**src/hdl/ihs_pkg.sv**
```systemverilog
// Shared types and constants for the init handshake sequencer.
package ihs_pkg;

    localparam int QUEUE_DEPTH = 8;
    localparam int MAX_RESULTS = 8;
    localparam int Q_AW        = (QUEUE_DEPTH > 1) ? $clog2(QUEUE_DEPTH) : 1;
    localparam int Q_CW        = $clog2(QUEUE_DEPTH + 1);
    localparam int RES_CW      = $clog2(MAX_RESULTS + 1);
    localparam int BYTE_W      = 8;
    localparam int WORD_W      = 24;
    localparam int SHIFT_B1    = 8;
    localparam int SHIFT_B2    = 16;

    typedef logic [BYTE_W-1:0] t_byte;

    localparam logic OP_ENQUEUE = 1'b0;
    localparam logic OP_TICK    = 1'b1;

    localparam logic [1:0] REQ_IN_START = 2'd1;
    localparam logic [1:0] REQ_IN_END   = 2'd2;

    localparam logic KIND_START = 1'b0;
    localparam logic KIND_END   = 1'b1;

    localparam logic [1:0] PROG_NOT_STARTED = 2'd0;
    localparam logic [1:0] PROG_STARTED     = 2'd1;
    localparam logic [1:0] PROG_ENDED       = 2'd2;

    localparam t_byte RESP_NONE      = 8'd0;
    localparam t_byte RESP_START_ACC = 8'd1;
    localparam t_byte RESP_START_REJ = 8'd2;
    localparam t_byte RESP_END_ACC   = 8'd3;
    localparam t_byte RESP_END_REJ   = 8'd4;

    localparam t_byte STAT_NONE    = 8'd0;
    localparam t_byte STAT_STARTED = 8'd1;

    localparam t_byte MBX_REQ_NONE  = 8'd0;
    localparam t_byte MBX_REQ_START = 8'd1;
    localparam t_byte MBX_REQ_END   = 8'd2;
    localparam t_byte MBX_CPL_NONE  = 8'd0;
    localparam t_byte MBX_CPL_OK    = 8'd1;

    typedef enum logic [4:0] {
        S_IDLE      = 5'b00001,
        S_READ      = 5'b00010,
        S_EVAL      = 5'b00100,
        S_EMIT_MORE = 5'b01000,
        S_EMIT_LAST = 5'b10000
    } t_ctl_state;

    typedef enum logic [8:0] {
        SEQ_IDLE              = 9'b000000001,
        SEQ_CLEAR_START       = 9'b000000010,
        SEQ_CLEAR_COMPLETE    = 9'b000000100,
        SEQ_REQUEST_START     = 9'b000001000,
        SEQ_REQUEST_END       = 9'b000010000,
        SEQ_SEND_START        = 9'b000100000,
        SEQ_SEND_END          = 9'b001000000,
        SEQ_WAIT_START_REJECT = 9'b010000000,
        SEQ_WAIT_END_REJECT   = 9'b100000000
    } t_seq_state;

    typedef struct packed {
        logic       push;
        logic       push_kind;
        logic       pop;
        logic       b0_we;
        t_byte      b0;
        logic       b1_we;
        t_byte      b1;
        logic       b2_we;
        logic       stored_we;
        logic       stored_val;
        logic       prog_we;
        logic [1:0] prog_val;
        logic       load_out;
        logic       rv;
        logic       rk;
        logic       ra;
        logic       mw;
        logic       last;
    } t_cmd;

    typedef struct packed {
        logic       q_full;
        logic       q_empty;
        logic       head_kind;
        logic [1:0] progress;
    } t_status;

endpackage

```
**src/hdl/init_handshake_sequencer.sv**
```systemverilog
// Top level of the init handshake sequencer: controller plus datapath.
//
//  channel  direction  handshake                  payload
//  in       sink       i_in_valid / o_in_ready    operation, request_kind, partner word
//  out      source     o_out_valid / i_out_ready  reply, mailbox write and word, last
//
// An enqueue or a non-idle tick is accepted, then gives one result beat.
// An idle tick does a registered queue read, then an evaluate, per popped entry,
// sends any extra result beats, and reads once more when the walk stops on an empty
// queue or the 8-beat limit; at most 8 result beats.
// Reset (synchronous, active low) clears the sequence, progress, pointers and word.
// A stalled result beat holds the block; no new item is taken until it leaves.
module init_handshake_sequencer
    import ihs_pkg::*;
(
    input  logic              i_clk,
    input  logic              i_rst_n,
    input  logic              i_in_valid,
    output logic              o_in_ready,
    input  logic              i_operation,
    input  logic [1:0]        i_request_kind,
    input  logic              i_partner_word_valid,
    input  logic [7:0]        i_partner_response,
    input  logic [7:0]        i_partner_status,
    output logic              o_out_valid,
    input  logic              i_out_ready,
    output logic              o_reply_valid,
    output logic              o_reply_kind,
    output logic              o_reply_accept,
    output logic              o_mailbox_write,
    output logic [WORD_W-1:0] o_mailbox_word,
    output logic              o_last
);

    t_cmd    cmd;
    t_status status;

    ihs_ctrl u_ctrl (
        .i_clk                (i_clk),
        .i_rst_n              (i_rst_n),
        .i_in_valid           (i_in_valid),
        .i_operation          (i_operation),
        .i_request_kind       (i_request_kind),
        .i_partner_word_valid (i_partner_word_valid),
        .i_partner_response   (i_partner_response),
        .i_partner_status     (i_partner_status),
        .i_out_ready          (i_out_ready),
        .i_status             (status),
        .o_in_ready           (o_in_ready),
        .o_out_valid          (o_out_valid),
        .o_cmd                (cmd)
    );

    ihs_dp u_dp (
        .i_clk           (i_clk),
        .i_rst_n         (i_rst_n),
        .i_cmd           (cmd),
        .o_status        (status),
        .o_reply_valid   (o_reply_valid),
        .o_reply_kind    (o_reply_kind),
        .o_reply_accept  (o_reply_accept),
        .o_mailbox_write (o_mailbox_write),
        .o_mailbox_word  (o_mailbox_word),
        .o_last          (o_last)
    );

    a_no_overlap: assert property (@(posedge i_clk) disable iff (!i_rst_n)
        !(o_in_ready && o_out_valid))
        else $error("input and output beats overlap");

    a_enq_single: assert property (@(posedge i_clk) disable iff (!i_rst_n)
        (i_in_valid && o_in_ready && i_operation == OP_ENQUEUE) |=> (o_out_valid && o_last))
        else $error("enqueue did not give a single last beat");

    a_mbx_last: assert property (@(posedge i_clk) disable iff (!i_rst_n)
        (o_out_valid && o_mailbox_write) |-> o_last)
        else $error("mailbox write on a non-final beat");

    a_accept_reply: assert property (@(posedge i_clk) disable iff (!i_rst_n)
        (o_out_valid && o_reply_accept) |-> o_reply_valid)
        else $error("accept flag without a reply");

endmodule

```
**src/hdl/ihs_dp.sv**
```systemverilog
// Datapath: request queue, mailbox word, progress and the result register.
module ihs_dp
    import ihs_pkg::*;
(
    input  logic              i_clk,
    input  logic              i_rst_n,
    input  t_cmd              i_cmd,
    output t_status           o_status,
    output logic              o_reply_valid,
    output logic              o_reply_kind,
    output logic              o_reply_accept,
    output logic              o_mailbox_write,
    output logic [WORD_W-1:0] o_mailbox_word,
    output logic              o_last
);

    logic              r_mem [QUEUE_DEPTH];
    logic              r_rd;
    logic [Q_AW-1:0]   r_head;
    logic [Q_AW-1:0]   r_tail;
    logic [Q_CW-1:0]   r_count;
    logic [1:0]        r_prog;
    logic              r_stored;
    logic [WORD_W-1:0] r_word;
    logic [WORD_W-1:0] n_word;
    logic              n_stored;

    always_comb begin
        n_stored = i_cmd.stored_we ? i_cmd.stored_val : r_stored;
        n_word   = r_word;
        if (i_cmd.b0_we) begin
            n_word[0 +: BYTE_W] = i_cmd.b0;
        end
        if (i_cmd.b1_we) begin
            n_word[SHIFT_B1 +: BYTE_W] = i_cmd.b1;
        end
        if (i_cmd.b2_we) begin
            n_word[SHIFT_B2 +: BYTE_W] = {{(BYTE_W-1){1'b0}}, n_stored};
        end
    end

    always_ff @(posedge i_clk) begin
        if (i_cmd.push) begin
            r_mem[r_tail] <= i_cmd.push_kind;
        end
        r_rd <= r_mem[r_head];
    end

    always_ff @(posedge i_clk) begin
        if (!i_rst_n) begin
            r_head   <= '0;
            r_tail   <= '0;
            r_count  <= '0;
            r_prog   <= PROG_NOT_STARTED;
            r_stored <= 1'b0;
            r_word   <= '0;
        end else begin
            if (i_cmd.push) begin
                r_tail  <= (r_tail == Q_AW'(QUEUE_DEPTH - 1)) ? '0 : r_tail + Q_AW'(1);
                r_count <= r_count + Q_CW'(1);
            end else if (i_cmd.pop) begin
                r_head  <= (r_head == Q_AW'(QUEUE_DEPTH - 1)) ? '0 : r_head + Q_AW'(1);
                r_count <= r_count - Q_CW'(1);
            end
            if (i_cmd.prog_we) begin
                r_prog <= i_cmd.prog_val;
            end
            r_stored <= n_stored;
            r_word   <= n_word;
        end
    end

    always_ff @(posedge i_clk) begin
        if (i_cmd.load_out) begin
            o_reply_valid   <= i_cmd.rv;
            o_reply_kind    <= i_cmd.rk;
            o_reply_accept  <= i_cmd.ra;
            o_mailbox_write <= i_cmd.mw;
            o_mailbox_word  <= n_word;
            o_last          <= i_cmd.last;
        end
    end

    assign o_status.q_full    = (r_count == Q_CW'(QUEUE_DEPTH));
    assign o_status.q_empty   = (r_count == '0);
    assign o_status.head_kind = r_rd;
    assign o_status.progress  = r_prog;

endmodule

```
**src/hdl/ihs_ctrl.sv**
```systemverilog
// Controller: beat handshakes, queue drain loop and the handshake sequence.
module ihs_ctrl
    import ihs_pkg::*;
(
    input  logic       i_clk,
    input  logic       i_rst_n,
    input  logic       i_in_valid,
    input  logic       i_operation,
    input  logic [1:0] i_request_kind,
    input  logic       i_partner_word_valid,
    input  t_byte      i_partner_response,
    input  t_byte      i_partner_status,
    input  logic       i_out_ready,
    input  t_status    i_status,
    output logic       o_in_ready,
    output logic       o_out_valid,
    output t_cmd       o_cmd
);

    t_ctl_state        r_state, n_state;
    t_seq_state        r_seq, n_seq;
    logic [RES_CW-1:0] r_cnt, n_cnt;
    logic              r_pend, n_pend;
    logic              r_pkind, n_pkind;

    always_comb begin
        logic kind_end;
        logic redundant;
        kind_end  = (i_request_kind == REQ_IN_END);
        redundant = (i_status.head_kind == KIND_START && i_status.progress == PROG_STARTED) ||
                    (i_status.head_kind == KIND_END && i_status.progress == PROG_ENDED);
        o_cmd   = '0;
        n_state = r_state;
        n_seq   = r_seq;
        n_cnt   = r_cnt;
        n_pend  = r_pend;
        n_pkind = r_pkind;
        case (r_state)
            S_IDLE: begin
                if (i_in_valid) begin
                    if (i_operation == OP_ENQUEUE) begin
                        o_cmd.load_out = 1'b1;
                        o_cmd.last     = 1'b1;
                        if (i_request_kind == REQ_IN_START || i_request_kind == REQ_IN_END) begin
                            if (i_status.q_full) begin
                                o_cmd.rv = 1'b1;
                                o_cmd.rk = kind_end;
                            end else begin
                                o_cmd.push      = 1'b1;
                                o_cmd.push_kind = kind_end;
                            end
                        end
                        n_state = S_EMIT_LAST;
                    end else if (r_seq == SEQ_IDLE) begin
                        n_cnt   = '0;
                        n_pend  = 1'b0;
                        n_state = S_READ;
                    end else begin
                        o_cmd.load_out = 1'b1;
                        o_cmd.last     = 1'b1;
                        n_state        = S_EMIT_LAST;
                        case (r_seq)
                            SEQ_CLEAR_START: begin
                                if (i_partner_word_valid && i_partner_status == STAT_STARTED) begin
                                    o_cmd.b1_we = 1'b1;
                                    o_cmd.b1    = MBX_CPL_OK;
                                    o_cmd.mw    = 1'b1;
                                    n_seq       = SEQ_CLEAR_COMPLETE;
                                end
                            end
                            SEQ_CLEAR_COMPLETE: begin
                                if (i_partner_word_valid && i_partner_status == STAT_NONE) begin
                                    o_cmd.b1_we = 1'b1;
                                    o_cmd.b1    = MBX_CPL_NONE;
                                    o_cmd.mw    = 1'b1;
                                    n_seq       = SEQ_IDLE;
                                end
                            end
                            SEQ_REQUEST_START: begin
                                if (i_partner_word_valid &&
                                    i_partner_response == RESP_START_ACC) begin
                                    o_cmd.stored_we  = 1'b1;
                                    o_cmd.stored_val = 1'b1;
                                    o_cmd.b0_we      = 1'b1;
                                    o_cmd.b0         = MBX_REQ_NONE;
                                    o_cmd.b2_we      = 1'b1;
                                    o_cmd.mw         = 1'b1;
                                    o_cmd.rv         = 1'b1;
                                    o_cmd.rk         = KIND_START;
                                    o_cmd.ra         = 1'b1;
                                    o_cmd.prog_we    = 1'b1;
                                    o_cmd.prog_val   = PROG_STARTED;
                                    n_seq            = SEQ_CLEAR_START;
                                end else if (i_partner_word_valid &&
                                             i_partner_response == RESP_START_REJ) begin
                                    o_cmd.b0_we = 1'b1;
                                    o_cmd.b0    = MBX_REQ_NONE;
                                    o_cmd.mw    = 1'b1;
                                    o_cmd.rv    = 1'b1;
                                    o_cmd.rk    = KIND_START;
                                    n_seq       = SEQ_WAIT_START_REJECT;
                                end
                            end
                            SEQ_REQUEST_END: begin
                                if (i_partner_word_valid &&
                                    i_partner_response == RESP_END_ACC) begin
                                    o_cmd.stored_we  = 1'b1;
                                    o_cmd.stored_val = 1'b0;
                                    o_cmd.b0_we      = 1'b1;
                                    o_cmd.b0         = MBX_REQ_NONE;
                                    o_cmd.b2_we      = 1'b1;
                                    o_cmd.mw         = 1'b1;
                                    o_cmd.rv         = 1'b1;
                                    o_cmd.rk         = KIND_END;
                                    o_cmd.ra         = 1'b1;
                                    o_cmd.prog_we    = 1'b1;
                                    o_cmd.prog_val   = PROG_ENDED;
                                    n_seq            = SEQ_IDLE;
                                end else if (i_partner_word_valid &&
                                             i_partner_response == RESP_END_REJ) begin
                                    o_cmd.b0_we = 1'b1;
                                    o_cmd.b0    = MBX_REQ_NONE;
                                    o_cmd.mw    = 1'b1;
                                    o_cmd.rv    = 1'b1;
                                    o_cmd.rk    = KIND_END;
                                    n_seq       = SEQ_WAIT_END_REJECT;
                                end
                            end
                            SEQ_SEND_START: begin
                                o_cmd.b0_we = 1'b1;
                                o_cmd.b0    = MBX_REQ_START;
                                o_cmd.mw    = 1'b1;
                                n_seq       = SEQ_REQUEST_START;
                            end
                            SEQ_SEND_END: begin
                                o_cmd.b0_we = 1'b1;
                                o_cmd.b0    = MBX_REQ_END;
                                o_cmd.mw    = 1'b1;
                                n_seq       = SEQ_REQUEST_END;
                            end
                            SEQ_WAIT_START_REJECT, SEQ_WAIT_END_REJECT: begin
                                if (i_partner_word_valid && i_partner_response == RESP_NONE) begin
                                    n_seq = SEQ_IDLE;
                                end
                            end
                            default: begin
                                n_seq = SEQ_IDLE;
                            end
                        endcase
                    end
                end
            end
            S_READ: begin
                if (i_status.q_empty || r_cnt == RES_CW'(MAX_RESULTS)) begin
                    o_cmd.load_out = 1'b1;
                    o_cmd.last     = 1'b1;
                    o_cmd.rv       = r_pend;
                    o_cmd.rk       = r_pend & r_pkind;
                    o_cmd.ra       = r_pend;
                    n_pend         = 1'b0;
                    n_state        = S_EMIT_LAST;
                end else begin
                    n_state = S_EVAL;
                end
            end
            S_EVAL: begin
                o_cmd.pop = 1'b1;
                if (redundant) begin
                    n_cnt   = r_cnt + RES_CW'(1);
                    n_pend  = 1'b1;
                    n_pkind = i_status.head_kind;
                    if (r_pend) begin
                        o_cmd.load_out = 1'b1;
                        o_cmd.rv       = 1'b1;
                        o_cmd.rk       = r_pkind;
                        o_cmd.ra       = 1'b1;
                        n_state        = S_EMIT_MORE;
                    end else begin
                        n_state = S_READ;
                    end
                end else begin
                    n_seq          = (i_status.head_kind == KIND_END) ? SEQ_SEND_END
                                                                      : SEQ_SEND_START;
                    o_cmd.load_out = 1'b1;
                    o_cmd.last     = 1'b1;
                    o_cmd.rv       = r_pend;
                    o_cmd.rk       = r_pend & r_pkind;
                    o_cmd.ra       = r_pend;
                    n_pend         = 1'b0;
                    n_state        = S_EMIT_LAST;
                end
            end
            S_EMIT_MORE: begin
                if (i_out_ready) begin
                    n_state = S_READ;
                end
            end
            S_EMIT_LAST: begin
                if (i_out_ready) begin
                    n_state = S_IDLE;
                end
            end
            default: begin
                n_state = S_IDLE;
            end
        endcase
    end

    always_ff @(posedge i_clk) begin
        if (!i_rst_n) begin
            r_state <= S_IDLE;
            r_seq   <= SEQ_IDLE;
            r_cnt   <= '0;
            r_pend  <= 1'b0;
            r_pkind <= KIND_START;
        end else begin
            r_state <= n_state;
            r_seq   <= n_seq;
            r_cnt   <= n_cnt;
            r_pend  <= n_pend;
            r_pkind <= n_pkind;
        end
    end

    assign o_in_ready  = (r_state == S_IDLE);
    assign o_out_valid = (r_state == S_EMIT_MORE) || (r_state == S_EMIT_LAST);

endmodule

```
**config.mk**
```make
export PLATFORM = sky130hd
export DESIGN_NAME = init_handshake_sequencer
export DESIGN_NICKNAME = d
export VERILOG_FILES = /design/src/hdl/ihs_pkg.sv /design/src/hdl/init_handshake_sequencer.sv /design/src/hdl/ihs_dp.sv /design/src/hdl/ihs_ctrl.sv
export SDC_FILE = /design/constraint.sdc
export NUM_CORES = 1
export LEC_CHECK = 0
export BUFFER_PORTS_ARGS = -buffer_cell sky130_fd_sc_hd__buf_2
export CAP_MARGIN = 20
export CORE_ASPECT_RATIO = 1.75
export CORE_MARGIN = 4
export CORE_UTILIZATION = 35
export DETAILED_ROUTE_END_ITERATION = 8
export GPL_TIMING_DRIVEN = 1
export HOLD_SLACK_MARGIN = 0.08
export PLACE_DENSITY = 0.64
export RECOVER_POWER = 25
export SETUP_SLACK_MARGIN = 0.1
export SYNTH_ARGS = -nofsm -noshare
export SYNTH_HDL_FRONTEND = slang
export SYNTH_SLANG_ARGS = --single-unit
```
**constraint.sdc**
```tcl
create_clock -name i_clk -period 9.69 [get_ports i_clk]
set_input_delay 2.907 -clock i_clk [delete_from_list [all_inputs] [get_ports i_clk]]
set_output_delay 2.907 -clock i_clk [all_outputs]
set_load 0.01 [all_outputs]
```
==> reports/metrics.sh, run 1 <==
RUN_STATUS='complete, but fails checks'
VIOLATED_CHECKS='max-capacitance violations, max-slew violations'
PIN_COUNT_OF_THE_BIGGEST_NET_ENTERING_GLOBAL_ROUTING=56
WORST_HOLD_STARTPOINT='u_dp.r_word[19]'
WORST_EP_REQUIRED_TIME_PS=9920
SYNTH_ASYNC_SR_FLOP_SHARE_PCT=0
POWER.SHARE.SWITCHING_PCT=23.2
CRITICAL_PATH.REG2REG.ENDPOINT='u_dp.r_count[3]'
POWER_FRAC_SEQ_PCT=47.9
IOPINCOUNT=55
DIE_H_UM=156
POST_DRT_VIA_CELL_RATIO=5.06
SYNTH-SEQ-CELLS=94
POSTSYNTHAREAPERCELL_UM2=10.7
FIN_TNS_SETUP_PS=0
FINALWIRELENGTH_UM=9270
FMAX_MHz=187
SYNTH_AREA_UM2=4400
FINALWORSTSETUPSLACK_PS=4350
REG_TO_REG_SLACK_SETUP_PS=6460
ARRIVAL_PS=5570
SYNTHDISTINCTLIBCELLS=65
FINALSETUPVIOLATIONS=0
NUMBER_OF_ANTENNA_DIODES=0
DETAILEDROUTE.FIRSTITERATIONVIOLATIONS=251
FIN_NETS=494
SYNTHCELLS=413
LAYOUT.FILLER_CELLS=1164
FINAL_INSTANCE_COUNT_WITHOUT_FILLER_CELLS=630
WORST_SLEW_PIN_SLEW_PS=2020
POWER_DENSITY_nW_PER_UM2=179
SEQ_AREA_FRAC_SYNTH_PCT=51.2
MET3_LENGTH_UM=410
CLOCK_SKEW_PS=6.94
CPLARGESTDELAYFAMILY='simple AND/OR/NAND/NOR gates'
WIRELENGTH_MET1_UM=3590
PLACEMENT.IO_BUFFERS=54
CLOCKPOWERSHARE_PCT=42.4
H-TREE-DEPTH=3
FIRST_GLOBAL_VIAS=3212
TIMING.CRITICAL_PATH.MODE_CELL='ha_1'
NUM_VIAS=3187
DPL-INSTANCE-AREA_UM2=4790
CP_SLOWEST_CELL='or4_1'
CRITPATHLAUNCH='i_request_kind[0]'
GR-TOTAL-OVERFLOW=0
CRIT_CHAIN='buf_2, inv_1, ha_1, or4_1, ha_1, a21o_1, a21oi_1, mux2i_4, xor2_1, and2_1'
SLEW_VIOLATIONS=56
CTS_ROOT_BUF='clkbuf_16'
FLOORPLAN.DIE_AREA_UM2=14500
MULTI_INPUT_AREA_UM2=2020
FINALINSTANCEAREA_UM2=5090
CRITPATHMAXFANOUT=16
STAGES_ON_THE_WORST_SETUP_PATH=10
FINAL_PERIOD_MINUS_WORST_SETUP_SLACK_PS=5340
SYN_TO_FINAL_GROWTH_PCT=15.8
FLOORPLAN.INITIALDENSITY_PCT=36.3
GRT_SETUP_UNREPAIRED='no'
GPL.FINAL_WEIGHTED_CONGESTION=0.863
SYNTH_NETS=447
GRT_PASS1_WL_UM=15700
WORST_SETUP_HOLD_PATH_CLK_SLEW_PS=60
TRITONCTS='done'
R2R-START='u_ctrl.r_state[0]'
HOLD_PATH_CLASS='reg -> reg'
WORST_SLEW_MARGIN_REL_PCT=-34.8
NUM_CLOCK_SINKS=94
MIN_PERIOD_OVER_PERIOD_PCT=55.1
CRIT_TYPE='in -> reg'
P_LEAK_nW=1.97
ROW_COUNT=53
DRTPASS1ITERATIONS=4
SYNTH_ENABLE_FLOP_CELLS=37
DP_CELLS=613
CTS_SETUP_BUFFERS=0
CTS_MADE_BUFFERS=9
DRT-WIRELENGTH-PER-CELL_UM=14.7
DR_WL_MET2_UM=4920
CRITICAL_PATH.STARTPOINT_TYPE='input pin'
SW_PWR_uW=211
CRITICAL_PATH.MAX_STAGE_DELAY_PS=850
YOSYSWARNINGS=0
GLOBALROUTETOTALUTIL_PCT=13.6
ANTENNA_VIOLATING_NETS_POST_ROUTE=0
P_INT_uW=699
ANTENNA_FOUND_INITIAL=0
CAP_VIOL_MAX_COUNT=1
ENDPOINT='u_dp.r_count[3]'
HPWLAFTERDP_UM=6720
IR_WORST_VDD_mV=0.0935
POST-ROUTE-DRC-COUNT=0
CORE_REGION_AREA_UM2=12100
PLACE_WORST_SETUP_SLACK_PS=4000
DIE_X_UM=92.8
CRITICAL_PATH.ENDPOINT_TYPE='register'
CLOCK_INSERTION_DELAY_WORST_SKEW_PS=340
FF_LATCH_AREA_UM2=2250
TIMING.CRITICAL_PATH.BUF_INV=2
DRIVE_ABOVE_1_SHARE_PCT=15.7
HOLD_VIOLATIONS_FINAL=0
WORST_R2R_PATH_DEPTH=9
SYNTH_FLOP_CELL='dfxtp_1'
POWER.COMBINATIONAL.FRACTION_PCT=9.7
ROUTED.TOP_LAYER='met4'
CTS_HOLD_BUFFERS=0
POSTCTSRESIZEDCELLS=0
CLOCKBUFFERDEPTH=2
POSTLAYOUTCOREUTIL_PCT=42.0
worst min path at each step:
| stage | to | depth (start not counted) |
|---|---|---|
| 2_1_floorplan | u_dp.r_word[17] | 1 |
| 3_3_place_gp | u_dp.r_word[23] | 1 |
| 3_5_place_dp | u_dp.r_word[17] | 1 |
| 4_1_cts | u_dp.r_word[17] | 1 |
| 5_1_grt | u_dp.r_word[19] | 1 |
| 6_report | u_dp.r_word[19] | 1 |
stage by stage:
step / power, mW / hold WS [ps]
after detailed placement: 0.536 / 436
final: 0.910 / 454
after floorplan: 0.504 / 421
after CTS: 0.923 / 456
after global placement: 0.534 / 435
after global routing: 0.948 / 474
synth_stat cells, drive strengths merged, types with 2 or more instances:
library cell | count | share of area [%]
nand2 | 34 | 3.1
and2 | 31 | 4.4
nor3b | 6 | 1.3
mux4 | 2 | 1.0
a21oi | 11 | 1.3
nand2b | 2 | 0.28
nor4 | 6 | 1.3
inv | 8 | 0.74
a21o | 2 | 0.34
nand3b | 3 | 0.51
or4 | 2 | 0.34
nand4b | 5 | 1.0
nand4 | 7 | 1.0
nor2b | 18 | 2.6
a31oi | 3 | 0.43
xnor2 | 2 | 0.40
edfxtp | 37 | 25
buf | 5 | 1.1
nor2 | 21 | 2.0
o211a | 3 | 0.68
and4b | 5 | 1.1
o21ai | 16 | 1.9
and4 | 4 | 0.80
mux2 | 3 | 0.85
dfxtp | 57 | 26
nor4b | 6 | 1.3
xor2 | 8 | 1.6
nand3 | 19 | 2.3
o22ai | 3 | 0.57
a22oi | 2 | 0.34
and3 | 17 | 2.4
clkbuf | 14 | 1.2
ha | 9 | 2.6
a21boi | 8 | 1.4
mux2i | 7 | 1.9
o21a | 2 | 0.34
nor3 | 15 | 2.3
o211ai | 3 | 0.63
metal layers:
metal / up-vias / global-route usage [%]
met3: 28 / 2.93
met5: - / 0
li1: 1599 / -
met2: 68 / 24.5
met4: 0 / 8.39
met1: 1492 / 14.3
flip-flops by register name, summed over array words and instances (netlist names):
register	count
u_ctrl.r_seq	9
u_dp.r_tail	3
u_ctrl.r_state	5
u_dp.r_word	24
u_dp.r_head	3
u_dp.o_last	1
u_ctrl.r_pend	1
u_dp.r_mem	8
u_dp.r_count	4
u_ctrl.r_cnt	4
u_dp.o_reply_accept	1
u_dp.o_mailbox_write	1
u_ctrl.r_pkind	1
u_dp.r_rd	1
u_dp.o_reply_kind	1
u_dp.r_prog	2
u_dp.o_mailbox_word	24
u_dp.o_reply_valid	1
final cells by class:
type,instances,area share [%]
multi-input cells,292,39.6
flip-flops and latches,94,44.2
inverters,8,0.639
clock buffers,11,4.96
well taps,165,4.05
clock inverters,5,1.60
repair buffers,55,4.91
logic make-up (layout without fill, tap and decap cells):
family / after synthesis / after routing / synth area share [%]
flip-flops: 94 / 94 / 51.2
adder cells (fa/ha/maj): 10 / 10 / 3.01
AO/OA/AOI/OAI: 57 / 57 / 8.65
AND/OR/NAND/NOR: 203 / 203 / 28.4
buffers and inverters: 27 / 79 / 3.04
multiplexers: 12 / 12 / 3.75
XOR/XNOR: 10 / 10 / 1.99
cell usage in the layout (no fill, tap or decap), types with 3 or more instances in the layout:
cell       synthesis  layout
a21boi_0           7       7
a21oi_1           11      11
a31oi_1            3       3
and2_1            31      31
and3_1            17      17
and4_1             4       4
and4b_1            5       5
buf_2              2      35
clkbuf_1          14      20
clkbuf_16          0       9
dfxtp_1           57      57
edfxtp_1          37      37
ha_1               9       9
inv_1              7       7
mux2i_1            6       6
nand2_1           33      33
nand3_1           18      19
nand3b_1           3       3
nand4_1            7       7
nand4b_1           5       5
nor2_1            20      20
nor2b_1           18      18
nor3_1            12      12
nor3b_1            4       4
nor4_1             4       4
nor4b_1            5       5
o211a_1            3       3
o21ai_0           13      12
xor2_1             8       8
power groups by stage:
stage               registers, mW  logic (mW)  clock network (mW)
finish                      0.436      0.0882               0.386
global route                0.438      0.0974               0.413
global placement            0.444      0.0895                   0
CTS                         0.436      0.0919               0.396
detailed placement          0.445      0.0911                   0
floorplan                   0.450      0.0540                   0
Power figures use the tool's default switching activity.
==> inputs of run 2 (changes only) <==
--- a/config.mk
+++ b/config.mk
@@ -13,7 +13,7 @@
 export DETAILED_ROUTE_END_ITERATION = 8
 export GPL_TIMING_DRIVEN = 1
 export HOLD_SLACK_MARGIN = 0.08
-export PLACE_DENSITY = 0.64
+export PLACE_DENSITY = 0.66
 export RECOVER_POWER = 25
 export SETUP_SLACK_MARGIN = 0.1
 export SYNTH_ARGS = -nofsm -noshare
==> constraint.sdc (replaced) <==
create_clock -name i_clk -period 4.7 [get_ports i_clk]
set_input_delay 1.41 -clock i_clk [delete_from_list [all_inputs] [get_ports i_clk]]
set_output_delay 1.41 -clock i_clk [all_outputs]
set_load 0.01 [all_outputs]
==> run 2 against run 1 <==
Highest routed layer unchanged; die area stayed put; largest cell class unchanged; total power is 100% higher; wire length is 2.0% higher; register-to-register slack worse by 4700 ps; hold slack worse by 2.5 ps; critical path type unchanged; critical path depth is 1 higher; design area hardly changed; global-route usage is 0.13 points lower; the flow still finishes with violations (max-capacitance violations, max-slew violations); sequential cell count stayed put; worst setup slack worse by 3200 ps.
==> reports/metrics.sh, run 2 (synthesis gave the netlist of run 1 again) <==
ANTENNA_VIOLATING_NETS_POST_ROUTE=0
H-TREE-DEPTH=3
LARGEST_REGISTERS='u_dp.o_mailbox_word (24), u_dp.r_word (24), u_ctrl.r_seq (9)'
DRIVE_ABOVE_1_SHARE_PCT=14.8
CTS_HOLD_BUFFERS=0
DIE_X_UM=92.8
CLOCK_INSERTION_DELAY_WORST_SKEW_PS=340
PLACEMENT.IO_BUFFERS=54
NUM_CLOCK_SINKS=94
STAGES_ON_THE_WORST_SETUP_PATH=11
VIOLATED_CHECKS='max-capacitance violations, max-slew violations'
POWER_DENSITY_nW_PER_UM2=365
HOLD_PATH_CLASS='reg -> reg'
ENDPOINT='u_dp.r_count[3]'
DRT-WIRELENGTH-PER-CELL_UM=15.0
SLEW_VIOLATIONS=56
TRITONCTS='done'
FLOORPLAN.INITIALDENSITY_PCT=36.3
FINAL_PERIOD_MINUS_WORST_SETUP_SLACK_PS=3570
WORST_SLEW_MARGIN_REL_PCT=-39.7
POST-ROUTE-DRC-COUNT=0
GRT_PASS1_WL_UM=15400
P_LEAK_nW=1.95
HOLD_VIOLATIONS_FINAL=0
CTS_SETUP_BUFFERS=0
NUM_VIAS=3274
CORE_REGION_AREA_UM2=12100
CRITICAL_PATH.STARTPOINT_TYPE='input pin'
FINALWIRELENGTH_UM=9450
CLOCK_SKEW_PS=6.26
TIMING.CRITICAL_PATH.BUF_INV=3
CAP_VIOL_MAX_COUNT=1
CRITICAL_PATH.MAX_STAGE_DELAY_PS=500
DPL-INSTANCE-AREA_UM2=4790
WORST_EP_REQUIRED_TIME_PS=4920
POSTCTSRESIZEDCELLS=0
MOSTFREQUENTLAYOUTCELLS='dfxtp_1 (57), edfxtp_1 (37), nand2_1 (33)'
FIRST_GLOBAL_VIAS=3288
RUN_STATUS='complete, but fails checks'
WORST_SLEW_PIN_SLEW_PS=2100
FIN_NETS=495
LAYOUT_COMMONEST_CELL='dfxtp_1'
WORST_R2R_PATH_DEPTH=10
POST-LAYOUT-TOTAL-POWER_mW=1.86
ANTENNA_FOUND_INITIAL=0
SYN_TO_FINAL_GROWTH_PCT=15.7
CRIT_CHAIN='buf_2, inv_1, ha_1, or4_1, buf_4, ha_1, a21o_1, a21oi_1, mux2i_4, xor2_1, and2_1'
CTS_MADE_BUFFERS=9
GLOBALROUTETOTALUTIL_PCT=13.5
GR-TOTAL-OVERFLOW=0
IR_WORST_VDD_mV=0.179
CLOCKBUFFERDEPTH=2
HPWLAFTERDP_UM=6880
CRITICAL_PATH.REG2REG.ENDPOINT='u_dp.r_count[3]'
CPLARGESTDELAYFAMILY='simple AND/OR/NAND/NOR gates'
CRITPATHLAUNCH='i_request_kind[0]'
CRITPATHMAXFANOUT=16
ROW_COUNT=53
POST_DRT_VIA_CELL_RATIO=5.19
FINALSETUPVIOLATIONS=0
GRT_SETUP_UNREPAIRED='no'
GPL.FINAL_WEIGHTED_CONGESTION=0.852
ARRIVAL_PS=3790
DIE_H_UM=156
FINALINSTANCEAREA_UM2=5090
POSTLAYOUTCOREUTIL_PCT=41.9
MIN_PERIOD_OVER_PERIOD_PCT=76.0
CRIT_TYPE='in -> reg'
TIMING.CRITICAL_PATH.MODE_CELL='ha_1'
LAYOUT.FILLER_CELLS=1173
WORST_SETUP_HOLD_PATH_CLK_SLEW_PS=70
R2R-START='u_ctrl.r_state[0]'
FLOORPLAN.DIE_AREA_UM2=14500
DRTPASS1ITERATIONS=4
WORST_HOLD_STARTPOINT='u_dp.r_word[18]'
PIN_COUNT_OF_THE_BIGGEST_NET_ENTERING_GLOBAL_ROUTING=56
DETAILEDROUTE.FIRSTITERATIONVIOLATIONS=162
FIN_TNS_SETUP_PS=0
IOPINCOUNT=55
CP_SLOWEST_CELL='or4_1'
CRITICAL_PATH.ENDPOINT_TYPE='register'
CTS_ROOT_BUF='clkbuf_16'
REG_TO_REG_SLACK_SETUP_PS=1790
NUMBER_OF_ANTENNA_DIODES=0
FMAX_MHz=280
[run 2: cell count changes in the layout (fill, tap and decap cells not counted), sizes merged]
cell and delta:
buf -5, clkbuf +5, inv +1
[run 2: how the worst min path moves through the flow]
stage	end	slack [ps]	cells past startpoint
floorplan	u_dp.r_word[17]	420	1
global placement	u_dp.r_word[22]	430	1
detailed placement	u_dp.r_word[20]	440	1
CTS	u_dp.r_word[19]	460	1
global route	u_dp.r_word[20]	470	1
finish	u_dp.r_word[18]	450	1
[run 2: cell type report]
type	count	area [um2]	share of cell area, %
repair buffers	56	253	4.97
well taps	165	206	4.06
flip-flops and latches	94	2250	44.2
multi-input cells	292	2020	39.7
inverters	8	32.5	0.639
clock buffers	10	229	4.50
clock inverters	6	93.8	1.84
[run 2: per-layer routing]
metal	GRT usage [%]	up-vias	share of wire, %
met5	0	-	0
met4	7.97	0	3.7
met3	3.08	25	4.5
met2	24.3	90	52
met1	14.2	1564	40
li1	-	1595	-
[run 2: power breakdown]
group | switching [mW] | internal, mW
clock | 0.307 | 0.470
sequential | 0.0171 | 0.882
combinational | 0.117 | 0.0651
total | 0.441 | 1.42
[run 2: stage by stage]
stage          worst slack (ps)  hold slack (ps)  instances
2_1_floorplan               889              421        413
3_3_place_gp                813              434        615
3_5_place_dp                773              439        615
4_1_cts                    1140              456        631
5_1_grt                    1070              474        631
6_report                   1130              452        631
==> inputs of run 3 (changes only) <==
--- a/config.mk
+++ b/config.mk
@@ -13,7 +13,7 @@
 export DETAILED_ROUTE_END_ITERATION = 8
 export GPL_TIMING_DRIVEN = 1
 export HOLD_SLACK_MARGIN = 0.08
-export PLACE_DENSITY = 0.66
+export PLACE_DENSITY = 0.64
 export RECOVER_POWER = 25
 export SETUP_SLACK_MARGIN = 0.1
 export SYNTH_ARGS = -nofsm -noshare
==> constraint.sdc (replaced) <==
create_clock -name i_clk -period 3.5 [get_ports i_clk]
set_input_delay 1.05 -clock i_clk [delete_from_list [all_inputs] [get_ports i_clk]]
set_output_delay 1.05 -clock i_clk [all_outputs]
set_load 0.01 [all_outputs]
==> run 3 against run 2 <==
The flow now finishes without violations; register-to-register slack worse by 1100 ps; sequential cell count unchanged; combinational power up 37%; sequential power up 35%; critical path depth down 1; final cell count up 0.48%; hold slack worse by 2.1 ps; clock-buffer cell count up 1; worst setup slack worse by 690 ps.
==> reports/metrics.sh, run 3 (synthesis gave the netlist of run 1 again) <==
WORST_SLEW_MARGIN_REL_PCT=10.0
GRT_SETUP_UNREPAIRED='no'
LAYOUT_COMMONEST_CELL='dfxtp_1'
GPL.FINAL_WEIGHTED_CONGESTION=0.853
NUMBER_OF_ANTENNA_DIODES=0
WORST_EP_REQUIRED_TIME_PS=3770
ROW_COUNT=53
FMAX_MHz=327
FINALINSTANCEAREA_UM2=5040
CRIT_TYPE='in -> reg'
CRITPATHMAXFANOUT=3
FLOORPLAN.DIE_AREA_UM2=14500
POWER_DENSITY_nW_PER_UM2=460
NUM_VIAS=3265
DETAILEDROUTE.FIRSTITERATIONVIOLATIONS=257
PIN_COUNT_OF_THE_BIGGEST_NET_ENTERING_GLOBAL_ROUTING=35
WORSTHOLDPATHCELLS=1
ANTENNA_VIOLATING_NETS_POST_ROUTE=0
HOLD_END='u_dp.r_word[17]'
IOPINCOUNT=55
DIE_H_UM=156
WORST_HOLD_STARTPOINT='u_dp.r_word[17]'
FIN_NETS=498
FINALWIRELENGTH_UM=9510
POST_DRT_VIA_CELL_RATIO=5.15
GLOBALROUTETOTALUTIL_PCT=13.8
CTS_HOLD_BUFFERS=0
REG_TO_REG_SLACK_SETUP_PS=740
CLOCKBUFFERDEPTH=2
WORST_SLEW_PIN_SLEW_PS=1350
FIRST_GLOBAL_VIAS=3323
CLOCK_INSERTION_DELAY_WORST_SKEW_PS=340
SYN_TO_FINAL_GROWTH_PCT=14.6
POSTCTSRESIZEDCELLS=0
CLOCK_SKEW_PS=8.70
RUN_STATUS='complete, no violations'
HOLD_PATH_CLASS='reg -> reg'
R2R-START='u_ctrl.r_state[0]'
CORE_REGION_AREA_UM2=12100
CTS_SETUP_BUFFERS=0
TRITONCTS='done'
PLACEMENT.IO_BUFFERS=54
FINALSETUPVIOLATIONS=0
ARRIVAL_PS=3340
ANTENNA_FOUND_INITIAL=0
FINAL_PERIOD_MINUS_WORST_SETUP_SLACK_PS=3060
H-TREE-DEPTH=3
IR_WORST_VDD_mV=0.246
SLEW_VIOLATIONS=0
WORST_R2R_PATH_DEPTH=9
MOSTFREQUENTLAYOUTCELLS='dfxtp_1 (57), edfxtp_1 (37), nand2_1 (33)'
FLOORPLAN.INITIALDENSITY_PCT=36.3
DPL-INSTANCE-AREA_UM2=4820
HPWLAFTERDP_UM=6950
DRIVE_ABOVE_1_SHARE_PCT=14.7
CTS_ROOT_BUF='clkbuf_16'
DIE_X_UM=92.8
POST-ROUTE-DRC-COUNT=0
WORST_SETUP_HOLD_PATH_CLK_SLEW_PS=60
CAP_VIOL_MAX_COUNT=0
DRTPASS1ITERATIONS=4
GRT_PASS1_WL_UM=16000
LARGEST_REGISTERS='u_dp.o_mailbox_word (24), u_dp.r_word (24), u_ctrl.r_seq (9)'
GR-TOTAL-OVERFLOW=0
CTS_MADE_BUFFERS=9
CRITICAL_PATH.ENDPOINT_TYPE='register'
CRITICAL_PATH.STARTPOINT_TYPE='input pin'
FIN_TNS_SETUP_PS=0
NUM_CLOCK_SINKS=94
MIN_PERIOD_OVER_PERIOD_PCT=87.5
DRT-WIRELENGTH-PER-CELL_UM=15.0
P_LEAK_nW=1.94
HOLD_VIOLATIONS_FINAL=0
CRITICAL_PATH.REG2REG.ENDPOINT='u_dp.r_count[3]'
[run 3: cell types whose count changed in the layout (fill, tap and decap cells not counted), sizes merged]
cell	before	now
buf	30	33
bufinv	2	0
clkbuf	36	37
clkinv	2	5
clkinvlp	1	0
inv	9	8
[run 3: critical path, stage by stage]
cell and delay (ps):
buf_2 70, inv_1 30, ha_1 300, or4_1 580, ha_1 340, a21o_1 190, a21oi_2 220, mux2i_4 260
xor2_1 160, and2_1 130
[run 3: how the worst max path moves through the flow]
stage / start / endpoint / slack, ps / depth (start not counted)
CTS: i_request_kind[0] / u_dp.r_count[3] / 460 / 10
floorplan: i_request_kind[0] / u_dp.r_count[3] / 130 / 11
global placement: i_request_kind[0] / u_dp.r_count[3] / 230 / 10
finish: i_request_kind[0] / u_dp.r_count[3] / 440 / 10
detailed placement: i_request_kind[0] / u_dp.r_count[3] / 120 / 10
global route: i_request_kind[0] / u_dp.r_count[3] / 380 / 10
[run 3: metrics by stage]
step	setup slack [ps]	utilization [%]	power, mW	hold slack [ps]	cells
final	438	41.5	2.32	449	634
after global routing	382	41.5	2.42	483	634
after CTS	456	41.8	2.35	456	634
after detailed placement	121	39.7	1.49	439	618
after global placement	226	39.7	1.48	434	618
after floorplan	129	-	1.40	421	413
[run 3: power by group]
part	total [mW]	switching (mW)	internal, mW	leakage [nW]
clock network	0.861	0.385	0.476	0.128
registers	1.21	0.0222	1.18	0.804
logic	0.251	0.162	0.0889	1.01
[run 3: cell type report]
class / instances / area, um2
Clock buffer: 11 / 233
Clock inverter: 5 / 26.3
Fill cell: 1207 / 7090
Inverter: 8 / 32.5
Multi-Input combinational cell: 292 / 2020
Sequential cell: 94 / 2250
Tap cell: 165 / 206
Timing Repair Buffer: 59 / 270
[run 3: metal layers]
metal  GRT usage [%]  up-vias  share of wire, %
met3            2.84       29               3.8
met4            7.48        0               3.6
met2            25.1       91                54
li1                -     1611                 -
met1            14.7     1534                39
met5               0        -                 0
